===== config.mk =====
export PLATFORM = sky130hd
export DESIGN_NAME = lru_page_replacement_top
export DESIGN_NICKNAME = d
export VERILOG_FILES = /design/src/rtl/lrupr_pkg.sv /design/src/rtl/lru_page_replacement_top.sv /design/src/rtl/lrupr_cell.sv
export SDC_FILE = /design/constraint.sdc
export NUM_CORES = 1
export LEC_CHECK = 0
export ABC_AREA = 1
export ABC_CLOCK_PERIOD_IN_PS = 3600
export BUFFER_PORTS_ARGS = -buffer_cell sky130_fd_sc_hd__buf_4
export CAP_MARGIN = 40
export CORE_MARGIN = 4
export CORE_UTILIZATION = 62
export DETAILED_ROUTE_END_ITERATION = 8
export PLACE_DENSITY = 0.8
export SYNTH_ARGS = -nofsm -noshare
export SYNTH_HDL_FRONTEND = slang
export SYNTH_SLANG_ARGS = --single-unit

===== constraint.sdc =====
create_clock -name clk_i -period 3.6 [get_ports clk_i]
set_input_delay 0.36 -clock clk_i [delete_from_list [all_inputs] [get_ports clk_i]]
set_output_delay 0.36 -clock clk_i [all_outputs]
set_load 0.01 [all_outputs]

===== src/rtl/lrupr_pkg.sv =====
// Shared types and constants for the LRU page replacement block.
// No dependencies; imported by lrupr_cell and lru_page_replacement_top.
`default_nettype none

package lrupr_pkg;

  // fixed field widths of the request and result
  localparam int unsigned PAGE_IN_W = 16;
  localparam int unsigned FIDX_W    = 6;
  localparam int unsigned EVPG_W    = 16;
  localparam int unsigned FAULT_W   = 32;

  // per-frame age counter
  localparam int unsigned     AGE_W   = 16;
  localparam logic [AGE_W-1:0] AGE_MAX = '1;

  localparam logic [FAULT_W-1:0] FAULT_MAX = '1;

  // search record flags travelling down the chain
  typedef struct packed {
    logic tok;          // record is live in this stage
    logic hit_found;    // a valid frame matched the page
    logic empty_found;  // an empty frame was seen
    logic max_found;    // max-age candidate taken
  } lrupr_flags_t;

  // broadcast update applied to every cell at the end of a search
  typedef struct packed {
    logic en;    // apply ageing this cycle
    logic load;  // miss: load page into the selected frame
  } lrupr_upd_t;

endpackage

`default_nettype wire


===== src/rtl/lru_page_replacement_top.sv =====
// Top level of the LRU page replacement block: chain of frame cells plus result logic.
// Depends on lrupr_pkg and lrupr_cell.
//
// Usage:
//   A page reference is taken on page_i at a rising edge where start is high
//   and busy is low. busy then stays high until the result is issued.
//   The reference walks the row of NUM_FRAMES frame cells, one cell per cycle,
//   each cell folding its frame into a search record (first hit, first empty
//   frame, oldest frame). At the end of the row the frame is chosen and all
//   cells update their ages together.
//   The record is registered in each cell in turn, and the result registers
//   take it as it leaves the row; result_valid_o is high for exactly one cycle
//   after that, carrying hit_o, frame_index_o, evicted_valid_o, evicted_page_o and
//   fault_total_o. busy drops in that same cycle, so a new reference can be
//   taken while the result is shown, but not before the previous one has left
//   the row of cells.
//   The receiver has no way to stall; results must be sampled on the strobe.
//   Reset empties all frames, clears ages and the fault count.
`default_nettype none

module lru_page_replacement_top #(
  parameter int unsigned NUM_FRAMES = 4,
  parameter int unsigned PAGE_BITS  = 16
) (
  input  wire                               clk_i,
  input  wire                               rst_ni,
  input  wire                               start,
  output logic                              busy,
  input  wire  [lrupr_pkg::PAGE_IN_W-1:0]   page_i,
  output logic                              result_valid_o,
  output logic                              hit_o,
  output logic [lrupr_pkg::FIDX_W-1:0]      frame_index_o,
  output logic                              evicted_valid_o,
  output logic [lrupr_pkg::EVPG_W-1:0]      evicted_page_o,
  output logic [lrupr_pkg::FAULT_W-1:0]     fault_total_o
);
  import lrupr_pkg::*;

  localparam int unsigned IDX_W = $clog2(NUM_FRAMES);

  // chain wiring: element k is the record entering cell k, element NUM_FRAMES leaves the row
  lrupr_flags_t            ch_flags    [NUM_FRAMES+1];
  logic [PAGE_BITS-1:0]    ch_page     [NUM_FRAMES+1];
  logic [IDX_W-1:0]        ch_hit_idx  [NUM_FRAMES+1];
  logic [IDX_W-1:0]        ch_empty_idx[NUM_FRAMES+1];
  logic [IDX_W-1:0]        ch_max_idx  [NUM_FRAMES+1];
  logic [AGE_W-1:0]        ch_max_age  [NUM_FRAMES+1];
  logic [PAGE_BITS-1:0]    ch_max_page [NUM_FRAMES+1];
  logic [NUM_FRAMES-1:0]   tok_vec;

  lrupr_upd_t              upd;
  logic [IDX_W-1:0]        upd_slot;
  logic                    accept;

  logic                    busy_q, busy_d;
  logic [FAULT_W-1:0]      fault_q, fault_d;
  logic                    rv_q;
  logic                    hit_q;
  logic [FIDX_W-1:0]       fidx_q;
  logic                    evv_q;
  logic [EVPG_W-1:0]       evpg_q;

  logic                    last_tok, miss, ev_valid;

  assign accept = start && !busy_q;

  // inject a fresh search record into the head of the row
  always_comb begin
    ch_flags[0]     = '0;
    ch_flags[0].tok = accept;
    ch_page[0]      = PAGE_BITS'(page_i);
    ch_hit_idx[0]   = '0;
    ch_empty_idx[0] = '0;
    ch_max_idx[0]   = '0;
    ch_max_age[0]   = '0;
    ch_max_page[0]  = '0;
  end

  for (genvar g = 0; g < NUM_FRAMES; g++) begin : g_cell
    lrupr_cell #(
      .IDX_W   (IDX_W),
      .PAGE_W  (PAGE_BITS),
      .CELL_IDX(g)
    ) u_cell (
      .clk_i      (clk_i),
      .rst_ni     (rst_ni),
      .flags_i    (ch_flags[g]),
      .page_i     (ch_page[g]),
      .hit_idx_i  (ch_hit_idx[g]),
      .empty_idx_i(ch_empty_idx[g]),
      .max_idx_i  (ch_max_idx[g]),
      .max_age_i  (ch_max_age[g]),
      .max_page_i (ch_max_page[g]),
      .flags_o    (ch_flags[g+1]),
      .page_o     (ch_page[g+1]),
      .hit_idx_o  (ch_hit_idx[g+1]),
      .empty_idx_o(ch_empty_idx[g+1]),
      .max_idx_o  (ch_max_idx[g+1]),
      .max_age_o  (ch_max_age[g+1]),
      .max_page_o (ch_max_page[g+1]),
      .upd_i      (upd),
      .upd_slot_i (upd_slot),
      .upd_page_i (ch_page[NUM_FRAMES])
    );
    assign tok_vec[g] = ch_flags[g+1].tok;
  end

  // frame choice once the record leaves the row
  always_comb begin
    last_tok = ch_flags[NUM_FRAMES].tok;
    miss     = !ch_flags[NUM_FRAMES].hit_found;
    ev_valid = miss && !ch_flags[NUM_FRAMES].empty_found;
    if (!miss) begin
      upd_slot = ch_hit_idx[NUM_FRAMES];
    end else if (!ev_valid) begin
      upd_slot = ch_empty_idx[NUM_FRAMES];
    end else begin
      upd_slot = ch_max_idx[NUM_FRAMES];
    end
    upd.en   = last_tok;
    upd.load = miss;
  end

  // busy and saturating fault count
  always_comb begin
    busy_d  = busy_q;
    fault_d = fault_q;
    if (accept) begin
      busy_d = 1'b1;
    end else if (last_tok) begin
      busy_d = 1'b0;
    end
    if (last_tok && miss && (fault_q != FAULT_MAX)) begin
      fault_d = fault_q + FAULT_W'(1);
    end
  end

  always_ff @(posedge clk_i or negedge rst_ni) begin
    if (!rst_ni) begin
      busy_q  <= 1'b0;
      fault_q <= '0;
      rv_q    <= 1'b0;
    end else begin
      busy_q  <= busy_d;
      fault_q <= fault_d;
      rv_q    <= last_tok;
    end
  end

  // result register
  always_ff @(posedge clk_i) begin
    if (last_tok) begin
      hit_q  <= !miss;
      fidx_q <= FIDX_W'(upd_slot);
      evv_q  <= ev_valid;
      evpg_q <= ev_valid ? EVPG_W'(ch_max_page[NUM_FRAMES]) : '0;
    end
  end

  assign busy            = busy_q;
  assign result_valid_o  = rv_q;
  assign hit_o           = hit_q;
  assign frame_index_o   = fidx_q;
  assign evicted_valid_o = evv_q;
  assign evicted_page_o  = evpg_q;
  assign fault_total_o   = fault_q;

  // checks
  a_one_in_flight : assert property (@(posedge clk_i) disable iff (!rst_ni)
    $onehot0(tok_vec))
    else $error("more than one request in the cell chain");

  a_busy_on_accept : assert property (@(posedge clk_i) disable iff (!rst_ni)
    accept |=> busy)
    else $error("busy not raised after accepting a request");

  a_result_after_row : assert property (@(posedge clk_i) disable iff (!rst_ni)
    last_tok |=> (result_valid_o && !busy))
    else $error("result not issued after search completed");

  a_tok_needs_busy : assert property (@(posedge clk_i) disable iff (!rst_ni)
    (tok_vec != '0) |-> busy_q)
    else $error("search active while not busy");

  a_evict_is_miss : assert property (@(posedge clk_i) disable iff (!rst_ni)
    (result_valid_o && evicted_valid_o) |-> !hit_o)
    else $error("eviction reported on a hit");

endmodule

`default_nettype wire


===== src/rtl/lrupr_cell.sv =====
// One frame of the table: page, valid bit, age, plus one stage of the search chain.
// Depends on lrupr_pkg.
`default_nettype none

module lrupr_cell #(
  parameter int unsigned IDX_W    = 2,
  parameter int unsigned PAGE_W   = 16,
  parameter int unsigned CELL_IDX = 0
) (
  input  wire                        clk_i,
  input  wire                        rst_ni,
  // search record from the left neighbour
  input  wire lrupr_pkg::lrupr_flags_t flags_i,
  input  wire  [PAGE_W-1:0]          page_i,
  input  wire  [IDX_W-1:0]           hit_idx_i,
  input  wire  [IDX_W-1:0]           empty_idx_i,
  input  wire  [IDX_W-1:0]           max_idx_i,
  input  wire  [lrupr_pkg::AGE_W-1:0] max_age_i,
  input  wire  [PAGE_W-1:0]          max_page_i,
  // search record to the right neighbour
  output lrupr_pkg::lrupr_flags_t    flags_o,
  output logic [PAGE_W-1:0]          page_o,
  output logic [IDX_W-1:0]           hit_idx_o,
  output logic [IDX_W-1:0]           empty_idx_o,
  output logic [IDX_W-1:0]           max_idx_o,
  output logic [lrupr_pkg::AGE_W-1:0] max_age_o,
  output logic [PAGE_W-1:0]          max_page_o,
  // broadcast update
  input  wire lrupr_pkg::lrupr_upd_t upd_i,
  input  wire  [IDX_W-1:0]           upd_slot_i,
  input  wire  [PAGE_W-1:0]          upd_page_i
);
  import lrupr_pkg::*;

  localparam logic [IDX_W-1:0] MY_IDX = IDX_W'(CELL_IDX);

  // frame state
  logic              valid_q, valid_d;
  logic [PAGE_W-1:0] fpage_q, fpage_d;
  logic [AGE_W-1:0]  age_q, age_d;

  // search stage registers
  lrupr_flags_t      flags_q, flags_d;
  logic [PAGE_W-1:0] page_q;
  logic [IDX_W-1:0]  hit_idx_q, hit_idx_d;
  logic [IDX_W-1:0]  empty_idx_q, empty_idx_d;
  logic [IDX_W-1:0]  max_idx_q, max_idx_d;
  logic [AGE_W-1:0]  max_age_q, max_age_d;
  logic [PAGE_W-1:0] max_page_q, max_page_d;

  logic take_hit, take_empty, take_max;

  // search step: fold this frame into the travelling record
  always_comb begin
    take_hit   = !flags_i.hit_found && valid_q && (fpage_q == page_i);
    take_empty = !flags_i.empty_found && !valid_q;
    take_max   = !flags_i.max_found || (age_q > max_age_i);

    flags_d.tok         = flags_i.tok;
    flags_d.hit_found   = flags_i.hit_found | take_hit;
    flags_d.empty_found = flags_i.empty_found | take_empty;
    flags_d.max_found   = 1'b1;

    hit_idx_d   = take_hit   ? MY_IDX : hit_idx_i;
    empty_idx_d = take_empty ? MY_IDX : empty_idx_i;
    max_idx_d   = take_max   ? MY_IDX : max_idx_i;
    max_age_d   = take_max   ? age_q  : max_age_i;
    max_page_d  = take_max   ? fpage_q : max_page_i;
  end

  // frame update: selected frame loads/clears, the others age
  always_comb begin
    valid_d = valid_q;
    fpage_d = fpage_q;
    age_d   = age_q;
    if (upd_i.en) begin
      if (upd_slot_i == MY_IDX) begin
        age_d = '0;
        if (upd_i.load) begin
          valid_d = 1'b1;
          fpage_d = upd_page_i;
        end
      end else if (valid_q && (age_q != AGE_MAX)) begin
        age_d = age_q + AGE_W'(1);
      end
    end
  end

  always_ff @(posedge clk_i or negedge rst_ni) begin
    if (!rst_ni) begin
      valid_q <= 1'b0;
      fpage_q <= '0;
      age_q   <= '0;
      flags_q <= '0;
    end else begin
      valid_q <= valid_d;
      fpage_q <= fpage_d;
      age_q   <= age_d;
      flags_q <= flags_d;
    end
  end

  // record payload moves only with a live token
  always_ff @(posedge clk_i) begin
    if (flags_i.tok) begin
      page_q      <= page_i;
      hit_idx_q   <= hit_idx_d;
      empty_idx_q <= empty_idx_d;
      max_idx_q   <= max_idx_d;
      max_age_q   <= max_age_d;
      max_page_q  <= max_page_d;
    end
  end

  assign flags_o     = flags_q;
  assign page_o      = page_q;
  assign hit_idx_o   = hit_idx_q;
  assign empty_idx_o = empty_idx_q;
  assign max_idx_o   = max_idx_q;
  assign max_age_o   = max_age_q;
  assign max_page_o  = max_page_q;

endmodule

`default_nettype wire


==> results.json <==
{
  "hold_depth": 1,
  "nNetsFinal": 2276,
  "status": "finished clean",
  "cpPeakStageDelay_ns": 0.53,
  "cp_num_buf_inv": 3,
  "slew_headroom_pct": 45.1,
  "holdWs_ns": 0.0156,
  "numCtsBuffers": 42,
  "wl_um": 44000,
  "synth_warnings": 0,
  "grt_start_max_net_pins": 88,
  "end_kind": "flop",
  "min_path_type": "input port to flop",
  "finalCriticalPeriod_ns": 2.58,
  "r2r_slack_ns": 1.02,
  "route.vias.total": 14772,
  "p_per_area_nw_per_um2": 418,
  "postLayoutCellArea_um2": 21500,
  "die_w_um": 183,
  "synth_top_area_cell": "edfxtp_1",
  "start_util_pct": 63.7,
  "cts_buffer_depth": 3,
  "fmax_ghz": 0.388,
  "clock_latency_ns": 0.54,
  "cp.arrival_ns": 2.98,
  "rsz0062_at_grt": "no",
  "die_h_um": 183,
  "path_common_cell": "nand2_1",
  "stdcell_count": 2628,
  "synth.most_common_cell": "nand2_1",
  "port_buffers": 72,
  "grt_overflow": 0,
  "final_max_slew_viol_count": 0,
  "netlist_top_cells_count": "nand2_1, inv_1, edfxtp_1, dfrtp_1, nand3_1",
  "clkSinkCount": 390,
  "postPlaceCellArea_um2": 20100,
  "fin_skew_ns": 0.0163,
  "layout-drive-gt1-share_pct": 8.67,
  "num_rows": 63,
  "hpwl_um": 31600,
  "crit_path_top_delay_cell": "dfrtp_1",
  "cp.required_ns": 4.00,
  "synth_seq_cells": 390,
  "reg2regPathDepth": 10,
  "crit_type": "flop to flop",
  "multi_input_area_um2": 7100,
  "seq_area_um2": 10800,
  "synth_seq_area_share_pct": 56.7,
  "remaining_drc_errors": 0,
  "ir_drop_uv": 345,
  "grt_first_pass_wirelength_um": 72100,
  "viasPerCell": 5.62,
  "worst_pin_slew_ns": 0.822,
  "ant_nets": 0,
  "wire_per_inst_um": 16.7,
  "cpLargestDelayFamily": "simple AND/OR/NAND/NOR gates",
  "dr.first_iter.drc_count": 1282,
  "netlist.area_leader.share_pct": 33.2,
  "firstDrtPassIters": 7,
  "core-area_um2": 30000,
  "start_kind": "flop",
  "netlist_area_um2": 19100,
  "synth_edf_count": 211,
  "synthCells": 2117,
  "grt_pass1_vias": 14317,
  "grt_usage_pct": 26.3,
  "crit_chain": "inv_2, nor2_2, o21bai_4, nor2_4, nand2_1, nand2_1, buf_4, inv_2, nand2_1, o21ai_1",
  "fill_cells": 2258,
  "synth_ff_type": "edfxtp_1",
  "reg2reg_to": "g_cell[2].u_cell.age_q[10]",
  "path_clk_slew_ns": 0.06,
  "grt_antenna_before_repair": 0,
  "cellLeakagePower_nw": 9.58,
  "cts_tree": "built",
  "max_cap_violations": 0,
  "ios": 77,
  "synth_cell_types": 40,
  "min-delay-start": "page_i[15]",
  "cts_root_buf": "clkbuf_16",
  "min_to": "g_cell[0].u_cell.page_o[15]",
  "setup_violations": 0,
  "hold_viol": 0,
  "area_growth_pct": 12.6,
  "dp_cells": 2544,
  "cts_max_level": 2,
  "finalSetupTns_ns": 0,
  "crit_fanout": 13,
  "r2r_start": "g_cell[3].u_cell.flags_o[2]",
  "synth.avg_cell_area_um2": 9.01,
  "gp_congestion": 0.940,
  "synth.area.top_cells": "edfxtp_1, dfrtp_1, nand2_1",
  "postCtsResizedCells": 0,
  "min_period_over_period_pct": 71.7,
  "total_power_w": 0.00898,
  "async_flop_share_pct": 45.9,
  "fp.dieArea_um2": 33600
}
==> stage by stage <==
step / setup slack, ns / utilization (%)
global placement: 1.15 / 66.7
detailed placement: 1.10 / 67.0
finish: 1.02 / 71.7
global route: 0.833 / 71.7
floorplan: 1.61 / -
CTS: 1.06 / 71.6
==> where the power goes <==
part / switching, W / internal [W]
clock: 0.00170 / 0.00247
combinational: 0.0000935 / 0.0000360
sequential: 0.00000344 / 0.00468
total: 0.00179 / 0.00719
==> cells in the final DEF, fill, tap and decap left out, drive strengths merged, types with 47 or more instances in the layout <==
cell	synthesis	final
nor2	161	161
dfrtp	179	179
nor3	47	47
nand3	179	179
nand2	662	662
ha	53	53
o21ai	125	125
xor2	61	61
inv	239	239
buf	21	90
edfxtp	211	211
clkbuf	36	61
==> cells by family after synthesis <==
kind of cell	Yosys count	synth area share, %
compound gates	173	4.99
xor+xnor	81	3.72
fa+ha+maj	53	3.48
buf+inv	297	6.13
flops	390	56.7
other cells	2	0.0394
simple gates	1121	24.9
==> per-layer routing <==
metal	global-route usage (%)	vias to the layer above	part of all wire (%)	wire, µm
met3	2.88	108	6.7	2940
met1	37.9	6937	43	19000
met5	0	-	0	0
li1	-	7104	-	-
met2	43.4	623	47	20800
met4	7.06	0	2.7	1170
==> registers in the layout, summed over array words and instances, names as in the netlist <==
signal                     count
busy                           1
evicted_page_o                16
evicted_valid_o                1
fault_total_o                 32
frame_index_o                  2
g_cell.u_cell.age_q           64
g_cell.u_cell.empty_idx_o      5
g_cell.u_cell.flags_o         13
g_cell.u_cell.fpage_q         64
g_cell.u_cell.hit_idx_o        5
g_cell.u_cell.max_age_o       48
g_cell.u_cell.max_idx_o        5
g_cell.u_cell.max_page_o      64
g_cell.u_cell.page_o          64
g_cell.u_cell.valid_q          4
hit_o                          1
result_valid_o                 1
==> worst max path at each step <==
stage	startpoint	endpoint	cells past startpoint	slack, ns
finish	g_cell[3].u_cell.flags_o[2]	g_cell[2].u_cell.age_q[10]	10	1.02
global route	g_cell[3].u_cell.flags_o[2]	g_cell[0].u_cell.fpage_q[11]	5	0.83
CTS	g_cell[3].u_cell.flags_o[2]	g_cell[2].u_cell.age_q[10]	10	1.06
detailed placement	g_cell[3].u_cell.flags_o[2]	g_cell[2].u_cell.age_q[10]	10	1.10
global placement	g_cell[3].u_cell.flags_o[2]	g_cell[3].u_cell.fpage_q[11]	6	1.15
floorplan	g_cell[3].u_cell.age_q[11]	g_cell[3].u_cell.max_page_o[10]	9	1.61
==> timing repair <==
item	4_1_cts	5_1_grt
setup buffers	0	0
hold buffers	5	1
endpoints found under the hold margin	89	1
==> final cells by class <==
class / instances / share of cell area [%]
clock buffer: 60 / 5.40
timing repair buffer: 97 / 3.79
multi-input combinational: 1433 / 33.1
inverter: 240 / 4.20
antenna: 1 / 0.0117
tap: 390 / 2.27
clock inverter: 17 / 0.863
sequential: 390 / 50.4
Power figures use the tool's default switching activity.
